$ cat src/hdl/iaid_pkg.sv
// shared types and constants for the indexed array insert/delete block
// no dependencies
package iaid_pkg;

  localparam int DEPTH_DEF      = 32;
  localparam int ITEM_WIDTH_DEF = 32;

  localparam int CMD_W   = 2;
  localparam int POS_W   = 8;
  localparam int VALUE_W = 32;
  localparam int INDEX_W = 5;
  localparam int COUNT_W = 6;
  localparam int CAP_W   = 6;

  localparam logic [CAP_W-1:0] CAP_RESET = 6'd32;

  // command codes
  typedef enum logic [CMD_W-1:0] {
    CMD_INSERT  = 2'd0,
    CMD_DELETE  = 2'd1,
    CMD_DISPLAY = 2'd2,
    CMD_NOP     = 2'd3
  } cmd_t;

  // result status codes
  typedef enum logic [1:0] {
    ST_OK       = 2'd0,
    ST_OVERFLOW = 2'd1,
    ST_BOUND    = 2'd2,
    ST_EMPTY    = 2'd3
  } status_t;

  // controller states
  typedef enum logic [2:0] {
    S_IDLE,
    S_EXEC,
    S_SHIFT_RD,
    S_SHIFT_WR,
    S_ITEM_WR,
    S_RESULT,
    S_DISP_RD,
    S_DISP_OUT
  } state_t;

  typedef struct packed {
    cmd_t                       cmd;
    logic [POS_W-1:0]           position;
    logic signed [VALUE_W-1:0]  item;
  } in_item_t;

  typedef struct packed {
    status_t                    status;
    logic signed [VALUE_W-1:0]  element_value;
    logic [INDEX_W-1:0]         element_index;
    logic [COUNT_W-1:0]         element_count;
    logic                       last;
  } out_item_t;

  // controller to datapath commands
  typedef struct packed {
    logic take;
    logic st_ld;
    logic idx_init_count;
    logic idx_init_pos;
    logic idx_init_zero;
    logic idx_up;
    logic idx_down;
    logic shift_rd;
    logic shift_wr;
    logic item_wr;
    logic cnt_inc;
    logic cnt_dec;
    logic disp_rd;
    logic emit_result;
    logic emit_elem;
  } dp_ctrl_t;

  // datapath to controller status
  typedef struct packed {
    cmd_t cmd;
    logic ins_ok;
    logic ins_tail;
    logic del_ok;
    logic del_tail;
    logic empty;
    logic shift_last;
    logic disp_last;
    logic out_free;
  } dp_stat_t;

endpackage

$ cat src/hdl/iaid_datapath.sv
// datapath: element memory, count, shift index, capacity register and result register
// depends on iaid_pkg
module iaid_datapath #(
  parameter int DEPTH      = iaid_pkg::DEPTH_DEF,
  parameter int ITEM_WIDTH = iaid_pkg::ITEM_WIDTH_DEF
) (
  input  logic                          clk,
  input  logic                          rst_n,
  input  iaid_pkg::dp_ctrl_t            ctrl,
  output iaid_pkg::dp_stat_t            stat,
  input  iaid_pkg::in_item_t            in_data,
  input  logic                          cfg_we,
  input  logic [iaid_pkg::CAP_W-1:0]    cfg_wdata,
  input  logic                          out_stall,
  output logic                          out_valid,
  output iaid_pkg::out_item_t           out_data
);

  localparam int AW   = (DEPTH > 1) ? $clog2(DEPTH) : 1;
  localparam int CW   = $clog2(DEPTH + 1);
  localparam int CMPW = ((CW > iaid_pkg::POS_W) ? CW : iaid_pkg::POS_W) + 1;

  // latched transaction
  iaid_pkg::cmd_t                    cmd_r;
  logic [iaid_pkg::POS_W-1:0]        pos_r;
  logic signed [iaid_pkg::VALUE_W-1:0] item_r;

  logic [CW-1:0]                     count_r, count_nxt;
  logic [AW-1:0]                     idx_r, idx_nxt;
  logic [iaid_pkg::CAP_W-1:0]        cap_r;
  iaid_pkg::status_t                 st_r, st_nxt;

  logic [ITEM_WIDTH-1:0]             mem_r [DEPTH];
  logic [ITEM_WIDTH-1:0]             rd_data_r;
  logic                              rd_en, wr_en;
  logic [AW-1:0]                     rd_addr, wr_addr;
  logic [ITEM_WIDTH-1:0]             wr_data;

  logic                              out_valid_r, out_valid_nxt;
  iaid_pkg::out_item_t               out_data_r, out_data_nxt;

  logic [CMPW-1:0] pos_x, cnt_x, idx_x, cap_x, dep_x;
  logic            full;

  // widened operands for compares
  assign pos_x = CMPW'(pos_r);
  assign cnt_x = CMPW'(count_r);
  assign idx_x = CMPW'(idx_r);
  assign cap_x = CMPW'(cap_r);
  assign dep_x = CMPW'(DEPTH);
  assign full  = (cnt_x >= cap_x) || (cnt_x >= dep_x);

  // status towards the controller
  always_comb begin
    stat.cmd       = cmd_r;
    stat.ins_ok    = !full && (pos_x <= cnt_x);
    stat.ins_tail  = (pos_x == cnt_x);
    stat.del_ok    = (pos_x < cnt_x);
    stat.del_tail  = (pos_x + CMPW'(1) == cnt_x);
    stat.empty     = (count_r == '0);
    stat.shift_last = (cmd_r == iaid_pkg::CMD_INSERT) ? (idx_x == pos_x + CMPW'(1))
                                                      : (idx_x + CMPW'(2) == cnt_x);
    stat.disp_last = (idx_x + CMPW'(1) == cnt_x);
    stat.out_free  = !out_valid_r || !out_stall;
  end

  // transaction capture
  always_ff @(posedge clk) begin
    if (ctrl.take) begin
      cmd_r  <= in_data.cmd;
      pos_r  <= in_data.position;
      item_r <= in_data.item;
    end
  end

  // result status decided once per command
  always_comb begin
    st_nxt = st_r;
    if (ctrl.st_ld) begin
      case (cmd_r)
        iaid_pkg::CMD_INSERT: begin
          if (full)
            st_nxt = iaid_pkg::ST_OVERFLOW;
          else if (pos_x > cnt_x)
            st_nxt = iaid_pkg::ST_BOUND;
          else
            st_nxt = iaid_pkg::ST_OK;
        end
        iaid_pkg::CMD_DELETE: begin
          st_nxt = stat.del_ok ? iaid_pkg::ST_OK : iaid_pkg::ST_BOUND;
        end
        iaid_pkg::CMD_DISPLAY: begin
          st_nxt = stat.empty ? iaid_pkg::ST_EMPTY : iaid_pkg::ST_OK;
        end
        default: begin
          st_nxt = iaid_pkg::ST_OK;
        end
      endcase
    end
  end

  // count and shift index
  always_comb begin
    count_nxt = count_r;
    if (ctrl.cnt_inc)
      count_nxt = count_r + CW'(1);
    else if (ctrl.cnt_dec)
      count_nxt = count_r - CW'(1);

    idx_nxt = idx_r;
    if (ctrl.idx_init_count)
      idx_nxt = AW'(count_r);
    else if (ctrl.idx_init_pos)
      idx_nxt = AW'(pos_r);
    else if (ctrl.idx_init_zero)
      idx_nxt = '0;
    else if (ctrl.idx_up)
      idx_nxt = idx_r + AW'(1);
    else if (ctrl.idx_down)
      idx_nxt = idx_r - AW'(1);
  end

  always_ff @(posedge clk) begin
    if (!rst_n) begin
      count_r <= '0;
      cap_r   <= iaid_pkg::CAP_RESET;
    end else begin
      count_r <= count_nxt;
      if (cfg_we)
        cap_r <= cfg_wdata;
    end
  end

  always_ff @(posedge clk) begin
    idx_r <= idx_nxt;
    st_r  <= st_nxt;
  end

  // memory port addressing
  always_comb begin
    rd_en   = ctrl.shift_rd || ctrl.disp_rd;
    rd_addr = idx_r;
    if (ctrl.shift_rd)
      rd_addr = (cmd_r == iaid_pkg::CMD_INSERT) ? (idx_r - AW'(1)) : (idx_r + AW'(1));
    wr_en   = ctrl.shift_wr || ctrl.item_wr;
    wr_addr = ctrl.item_wr ? AW'(pos_r) : idx_r;
    wr_data = ctrl.item_wr ? ITEM_WIDTH'(item_r) : rd_data_r;
  end

  // element memory, one write and one registered read per cycle
  always_ff @(posedge clk) begin
    if (wr_en)
      mem_r[wr_addr] <= wr_data;
  end

  always_ff @(posedge clk) begin
    if (rd_en)
      rd_data_r <= mem_r[rd_addr];
  end

  // result register
  always_comb begin
    out_valid_nxt = out_valid_r && out_stall;
    out_data_nxt  = out_data_r;
    if (ctrl.emit_result) begin
      out_valid_nxt = 1'b1;
      out_data_nxt  = '{status:        st_r,
                        element_value: '0,
                        element_index: '0,
                        element_count: iaid_pkg::COUNT_W'(count_r),
                        last:          1'b1};
    end else if (ctrl.emit_elem) begin
      out_valid_nxt = 1'b1;
      out_data_nxt  = '{status:        iaid_pkg::ST_OK,
                        element_value: iaid_pkg::VALUE_W'(signed'(rd_data_r)),
                        element_index: iaid_pkg::INDEX_W'(idx_r),
                        element_count: iaid_pkg::COUNT_W'(count_r),
                        last:          stat.disp_last};
    end
  end

  always_ff @(posedge clk) begin
    if (!rst_n)
      out_valid_r <= 1'b0;
    else
      out_valid_r <= out_valid_nxt;
  end

  always_ff @(posedge clk) begin
    out_data_r <= out_data_nxt;
  end

  assign out_valid = out_valid_r;
  assign out_data  = out_data_r;

endmodule

$ cat src/hdl/iaid_ctrl.sv
// controller: sequences insert and delete shifts, display reads and result loads
// depends on iaid_pkg
module iaid_ctrl (
  input  logic                clk,
  input  logic                rst_n,
  input  logic                in_valid,
  output logic                in_stall,
  input  iaid_pkg::dp_stat_t  stat,
  output iaid_pkg::dp_ctrl_t  ctrl
);

  iaid_pkg::state_t state_r, state_nxt;

  // state register
  always_ff @(posedge clk) begin
    if (!rst_n)
      state_r <= iaid_pkg::S_IDLE;
    else
      state_r <= state_nxt;
  end

  // next state and datapath commands
  always_comb begin
    state_nxt = state_r;
    ctrl      = '0;
    in_stall  = (state_r != iaid_pkg::S_IDLE);
    case (state_r)
      iaid_pkg::S_IDLE: begin
        if (in_valid) begin
          ctrl.take = 1'b1;
          state_nxt = iaid_pkg::S_EXEC;
        end
      end
      iaid_pkg::S_EXEC: begin
        ctrl.st_ld = 1'b1;
        state_nxt  = iaid_pkg::S_RESULT;
        case (stat.cmd)
          iaid_pkg::CMD_INSERT: begin
            if (stat.ins_ok) begin
              ctrl.idx_init_count = 1'b1;
              state_nxt = stat.ins_tail ? iaid_pkg::S_ITEM_WR : iaid_pkg::S_SHIFT_RD;
            end
          end
          iaid_pkg::CMD_DELETE: begin
            if (stat.del_ok) begin
              ctrl.idx_init_pos = 1'b1;
              if (stat.del_tail)
                ctrl.cnt_dec = 1'b1;
              else
                state_nxt = iaid_pkg::S_SHIFT_RD;
            end
          end
          iaid_pkg::CMD_DISPLAY: begin
            if (!stat.empty) begin
              ctrl.idx_init_zero = 1'b1;
              state_nxt = iaid_pkg::S_DISP_RD;
            end
          end
          default: begin
            state_nxt = iaid_pkg::S_RESULT;
          end
        endcase
      end
      iaid_pkg::S_SHIFT_RD: begin
        ctrl.shift_rd = 1'b1;
        state_nxt     = iaid_pkg::S_SHIFT_WR;
      end
      iaid_pkg::S_SHIFT_WR: begin
        ctrl.shift_wr = 1'b1;
        state_nxt     = iaid_pkg::S_SHIFT_RD;
        if (stat.cmd == iaid_pkg::CMD_INSERT) begin
          // moving entries up, walking towards the position
          ctrl.idx_down = 1'b1;
          if (stat.shift_last)
            state_nxt = iaid_pkg::S_ITEM_WR;
        end else begin
          // moving entries down, walking towards the tail
          ctrl.idx_up = 1'b1;
          if (stat.shift_last) begin
            ctrl.cnt_dec = 1'b1;
            state_nxt    = iaid_pkg::S_RESULT;
          end
        end
      end
      iaid_pkg::S_ITEM_WR: begin
        ctrl.item_wr = 1'b1;
        ctrl.cnt_inc = 1'b1;
        state_nxt    = iaid_pkg::S_RESULT;
      end
      iaid_pkg::S_RESULT: begin
        if (stat.out_free) begin
          ctrl.emit_result = 1'b1;
          state_nxt        = iaid_pkg::S_IDLE;
        end
      end
      iaid_pkg::S_DISP_RD: begin
        ctrl.disp_rd = 1'b1;
        state_nxt    = iaid_pkg::S_DISP_OUT;
      end
      iaid_pkg::S_DISP_OUT: begin
        if (stat.out_free) begin
          ctrl.emit_elem = 1'b1;
          if (stat.disp_last) begin
            state_nxt = iaid_pkg::S_IDLE;
          end else begin
            ctrl.idx_up = 1'b1;
            state_nxt   = iaid_pkg::S_DISP_RD;
          end
        end
      end
      default: begin
        state_nxt = iaid_pkg::S_IDLE;
      end
    endcase
  end

endmodule

$ cat src/hdl/indexed_array_insert_delete.sv
// one transaction at a time; the next can be accepted in the cycle after its last result is loaded
// insert: exec, a shift step per entry at or above the position, item write, result; delete: exec,
// a shift step per entry above the position, result; display: exec, then a read and an output per
// element; refusals and empty display: exec, result; each shift step is a read and then a write on
// the element memory; receiver stalls delay results; synchronous active-low reset clears the
// count to zero and the capacity to 32; element memory is not cleared and needs no clearing pass
module indexed_array_insert_delete #(
  parameter int DEPTH      = iaid_pkg::DEPTH_DEF,
  parameter int ITEM_WIDTH = iaid_pkg::ITEM_WIDTH_DEF
) (
  input  logic                        clk,
  input  logic                        rst_n,
  input  logic                        in_valid,
  output logic                        in_stall,
  input  iaid_pkg::in_item_t          in_data,
  output logic                        out_valid,
  input  logic                        out_stall,
  output iaid_pkg::out_item_t         out_data,
  input  logic                        cfg_we,
  input  logic [iaid_pkg::CAP_W-1:0]  cfg_wdata
);

  iaid_pkg::dp_ctrl_t ctrl;
  iaid_pkg::dp_stat_t stat;

  // sequencing
  iaid_ctrl u_ctrl (
    .clk      (clk),
    .rst_n    (rst_n),
    .in_valid (in_valid),
    .in_stall (in_stall),
    .stat     (stat),
    .ctrl     (ctrl)
  );

  // storage and result path
  iaid_datapath #(
    .DEPTH      (DEPTH),
    .ITEM_WIDTH (ITEM_WIDTH)
  ) u_datapath (
    .clk       (clk),
    .rst_n     (rst_n),
    .ctrl      (ctrl),
    .stat      (stat),
    .in_data   (in_data),
    .cfg_we    (cfg_we),
    .cfg_wdata (cfg_wdata),
    .out_stall (out_stall),
    .out_valid (out_valid),
    .out_data  (out_data)
  );

endmodule

$ cat config.mk
export PLATFORM = sky130hd
export DESIGN_NAME = indexed_array_insert_delete
export DESIGN_NICKNAME = d
export VERILOG_FILES = /design/src/hdl/iaid_pkg.sv /design/src/hdl/iaid_datapath.sv /design/src/hdl/iaid_ctrl.sv /design/src/hdl/indexed_array_insert_delete.sv
export SDC_FILE = /design/constraint.sdc
export NUM_CORES = 2
export LEC_CHECK = 0
export BUFFER_PORTS_ARGS = -buffer_cell sky130_fd_sc_hd__buf_2
export CORE_MARGIN = 2
export CORE_UTILIZATION = 30
export DETAILED_ROUTE_END_ITERATION = 10
export SLEW_MARGIN = 5
export SYNTH_ARGS = -nofsm -noshare
export SYNTH_HDL_FRONTEND = slang
export SYNTH_SLANG_ARGS = --single-unit
$ cat constraint.sdc
create_clock -name clk -period 3.4 [get_ports clk]
set_input_delay 0.68 -clock clk [delete_from_list [all_inputs] [get_ports clk]]
set_output_delay 0.68 -clock clk [all_outputs]
set_load 0.01 [all_outputs]
==> run_results.csv <==
group,metric,value,unit
routing,wl_per_cell,23.3,um
layout,num_antenna_cells,0,
clock_network,cts_tree,"done",
critical_path,crit_path_start_kind,"register",
floorplan,die_w,402,um
floorplan,start_util,30.1,%
critical_path,worstPathMaxFanout,20,
status,status,"complete, no violations",
synth,yosysMostFrequentCell,"edfxtp_1",
timing,maxSlewHeadroom,42.1,%
power,p_clk_share,27.8,%
clock_network,clock_latency,0.74,ns
synth,syn_nets,3466,
floorplan,die_y,402,um
synth,yosysSeqAreaShare,72.6,%
synth,yosysTopAreaCell,"edfxtp_1",
synth,synth_edf_count,1113,
floorplan,die_area,162000,sq um
placed_design,port_buffers,100,
power,power_switching,14900,uW
critical_path,reg2reg_from,"u_ctrl.state_r[0]",
routing,drtIter0Drc,2878,
run,maxCapViolCount,0,
layout,fin_nets,3659,
synth,yosys_warnings,0,
critical_path,rrSetupSlack,0.13,ns
timing,worst_slew_pin_slew,0.866,ns
timing,finalCritPeriodShare,96.2,%
floorplan,num_rows,146,
routing,ant_nets,0,
routing,vias_per_cell,5.19,
synth,yosys_register_bits,1167,
global_routing,grt_pass1_vias,29600,
critical_path,r2r_end,"u_datapath.mem_r[18][12]",
power,seq_power_share,41.8,%
timing,setup_viol,0,
clock_network,cts_htree_levels,3,
routing,drt_wl_total,134000,um
timing,hold_ws,0.109,ns
global_routing,antenna_found_initial,0,
clock_network,cts_setup_buffers,0,
timing,finalClockSkew,0.0378,ns
timing,fmax,306,MHz
clock_network,cts_buffers,121,
hold_path,hold_depth,1,
placed_design,pre_cts_slack,0.0492,ns
critical_path,critPathKind,"register to register",
clock_network,clockBufferDepth,3,
placed_design,hpwl,77500,um
synth,synth-async-reset-ratio,0,%
power,p_sw_share,33.7,%
timing,fin_crit,3.27,ns
routing,drc,0,
layout,final_area,55900,sq um
timing,rsz0062_at_grt,"no",
clock_network,clk_pin_slew_worst_paths,0.06,ns
floorplan,design.core.area,158000,sq um
global_routing,grt.total_usage,16.3,%
placed_design,dp.cells,5532,
power,p_leak,0.0188,uW
critical_path,reg2regPathDepth,8,
layout,syn2layout_area_growth,17.6,%
critical_path,critical_path_required,3.77,ns
timing,maxSlewViolCount,0,
timing,fin_ws,0.129,ns
clock_network,ctsResizeCount,0,
global_routing,grt_max_degree,97,
routing,vias,29800,
global_routing,grt_pass1_wl,197000,um
global_routing,grt_overflow,0,
synth,synth_area,47500,sq um
critical_path,cp-end-kind,"register",
power,finalPower,44300,uW
synth,synth_cells,3390,
synth,syn_area_per_cell,14.0,sq um
placed_design,place_area,52300,sq um
synth,synth_top_area_share,70.3,%
routing,drt-pass1-iter-count,6,
layout,fin_cells,5747,
placed_design,place.gp.congestion,0.837,
synth,synth_cell_type_count,67,
synth,synth_area_leaders,"edfxtp_1 (70%), nand2_1 (6.0%), mux2i_1 (4.3%)",
clock_network,ctsHoldBuffers,0,
hold_path,worstHoldStart,"in_data[6]",
hold_path,hp-class,"input pin to register",
synth,synth_flop_cell,"edfxtp_1",
clock_network,clock-root-buffer,"clkbuf_16",
power,p_int,29400,uW
synth,synth_common_cells,"edfxtp_1 (1113), nand2_1 (754), nand3_1 (212), mux2i_1 (203), a32oi_1 (164)",
power,ir_drop,480,uV
power,p_per_area,793,nW/um^2
clock_network,cts.sinks,1167,
hold_path,hold_end,"u_datapath.item_r[6]",
power,power_frac_comb,30.4,%
floorplan,io_pins,101,
timing,hold_viol,0,
layout,drive_above_1_share,14.3,%
critical_path,arrival,3.64,ns
-- cell usage in the layout, fill, tap and decap left out, drive strengths merged, types with 34 or more instances in the layout --
cell type  instances
a221oi            34
nor2              65
o211ai            99
edfxtp          1113
nand3            212
mux2i            203
nand2            754
dfxtp             54
buf              311
clkinv            49
nand2b            34
nand4             98
clkbuf           155
a21oi             51
a32oi            164
-- power groups by stage --
stage | Sequential [uW] | Clock, uW | Combinational, uW
2_1_floorplan | 18800 | 0 | 8150
3_3_place_gp | 18800 | 0 | 13300
3_5_place_dp | 18800 | 0 | 13500
4_1_cts | 18500 | 12500 | 13500
5_1_grt | 18600 | 13100 | 14600
6_report | 18500 | 12300 | 13500
-- how the worst max path moves through the flow --
stage	startpoint	endpoint
final	u_ctrl.state_r[0]	u_datapath.mem_r[18][12]
after floorplan	u_ctrl.state_r[2]	u_datapath.mem_r[14][0]
after CTS	u_ctrl.state_r[0]	u_datapath.mem_r[18][12]
after global routing	u_datapath.idx_r[0]	u_datapath.rd_data_r[22]
after detailed placement	u_ctrl.state_r[0]	u_datapath.mem_r[18][19]
after global placement	u_ctrl.state_r[0]	u_datapath.mem_r[18][17]
-- sequential cells by signal (all words and copies together), names as in the netlist --
register,count
u_datapath.count_r,6
u_datapath.mem_r,1024
u_datapath.st_r,2
u_datapath.cap_r,6
u_datapath.item_r,32
u_datapath.out_valid,1
u_datapath.out_data,46
u_datapath.pos_r,8
u_datapath.idx_r,5
u_ctrl.state_r,3
u_datapath.rd_data_r,32
u_datapath.cmd_r,2
-- cells by family after synthesis --
group / count (synthesis) / synth area share, %
adder cells (fa/ha/maj): 23 / 0.621
XOR/XNOR: 34 / 0.642
AND/OR/NAND/NOR: 1257 / 11.9
multiplexers: 203 / 4.28
AO/OA/AOI/OAI: 442 / 7.37
flip-flops: 1167 / 72.6
buffers and inverters: 264 / 2.54
-- layer usage --
layer / share of wire, % / global-route usage (%) / vias to the layer above
li1: - / - / 13400
met1: 43 / 21.8 / 15200
met5: 0 / 0 / -
met2: 47 / 26.3 / 1096
met4: 3.3 / 6.19 / 0
met3: 6.9 / 2.79 / 218
-- critical path, cell delays in order (launching register included) --
cell,delay [ns]
dfxtp_1,0.35
buf_4,0.19
nor2_1,0.09
and2_2,0.50
inv_2,0.28
o31ai_2,0.44
nand2_1,0.40
nor2_4,0.21
buf_4,0.40
-- final cells by class --
cell class / count / area [sq um]
multi-input cells: 1959 / 12200
clock inverters: 60 / 438
inverters: 23 / 86.3
repair buffers: 311 / 2870
well taps: 2072 / 2590
flip-flops and latches: 1167 / 34500
fillers: 15100 / 102000
clock buffers: 155 / 3180
-- per-stage QoR --
step | util, % | TNS (ns)
global route | 35.4 | 0
finish | 35.4 | 0
floorplan | - | -65.54
CTS | 35.4 | 0
detailed placement | 33.1 | 0
global placement | 33.1 | 0
Note: power is estimated with default switching activity, not from simulation.
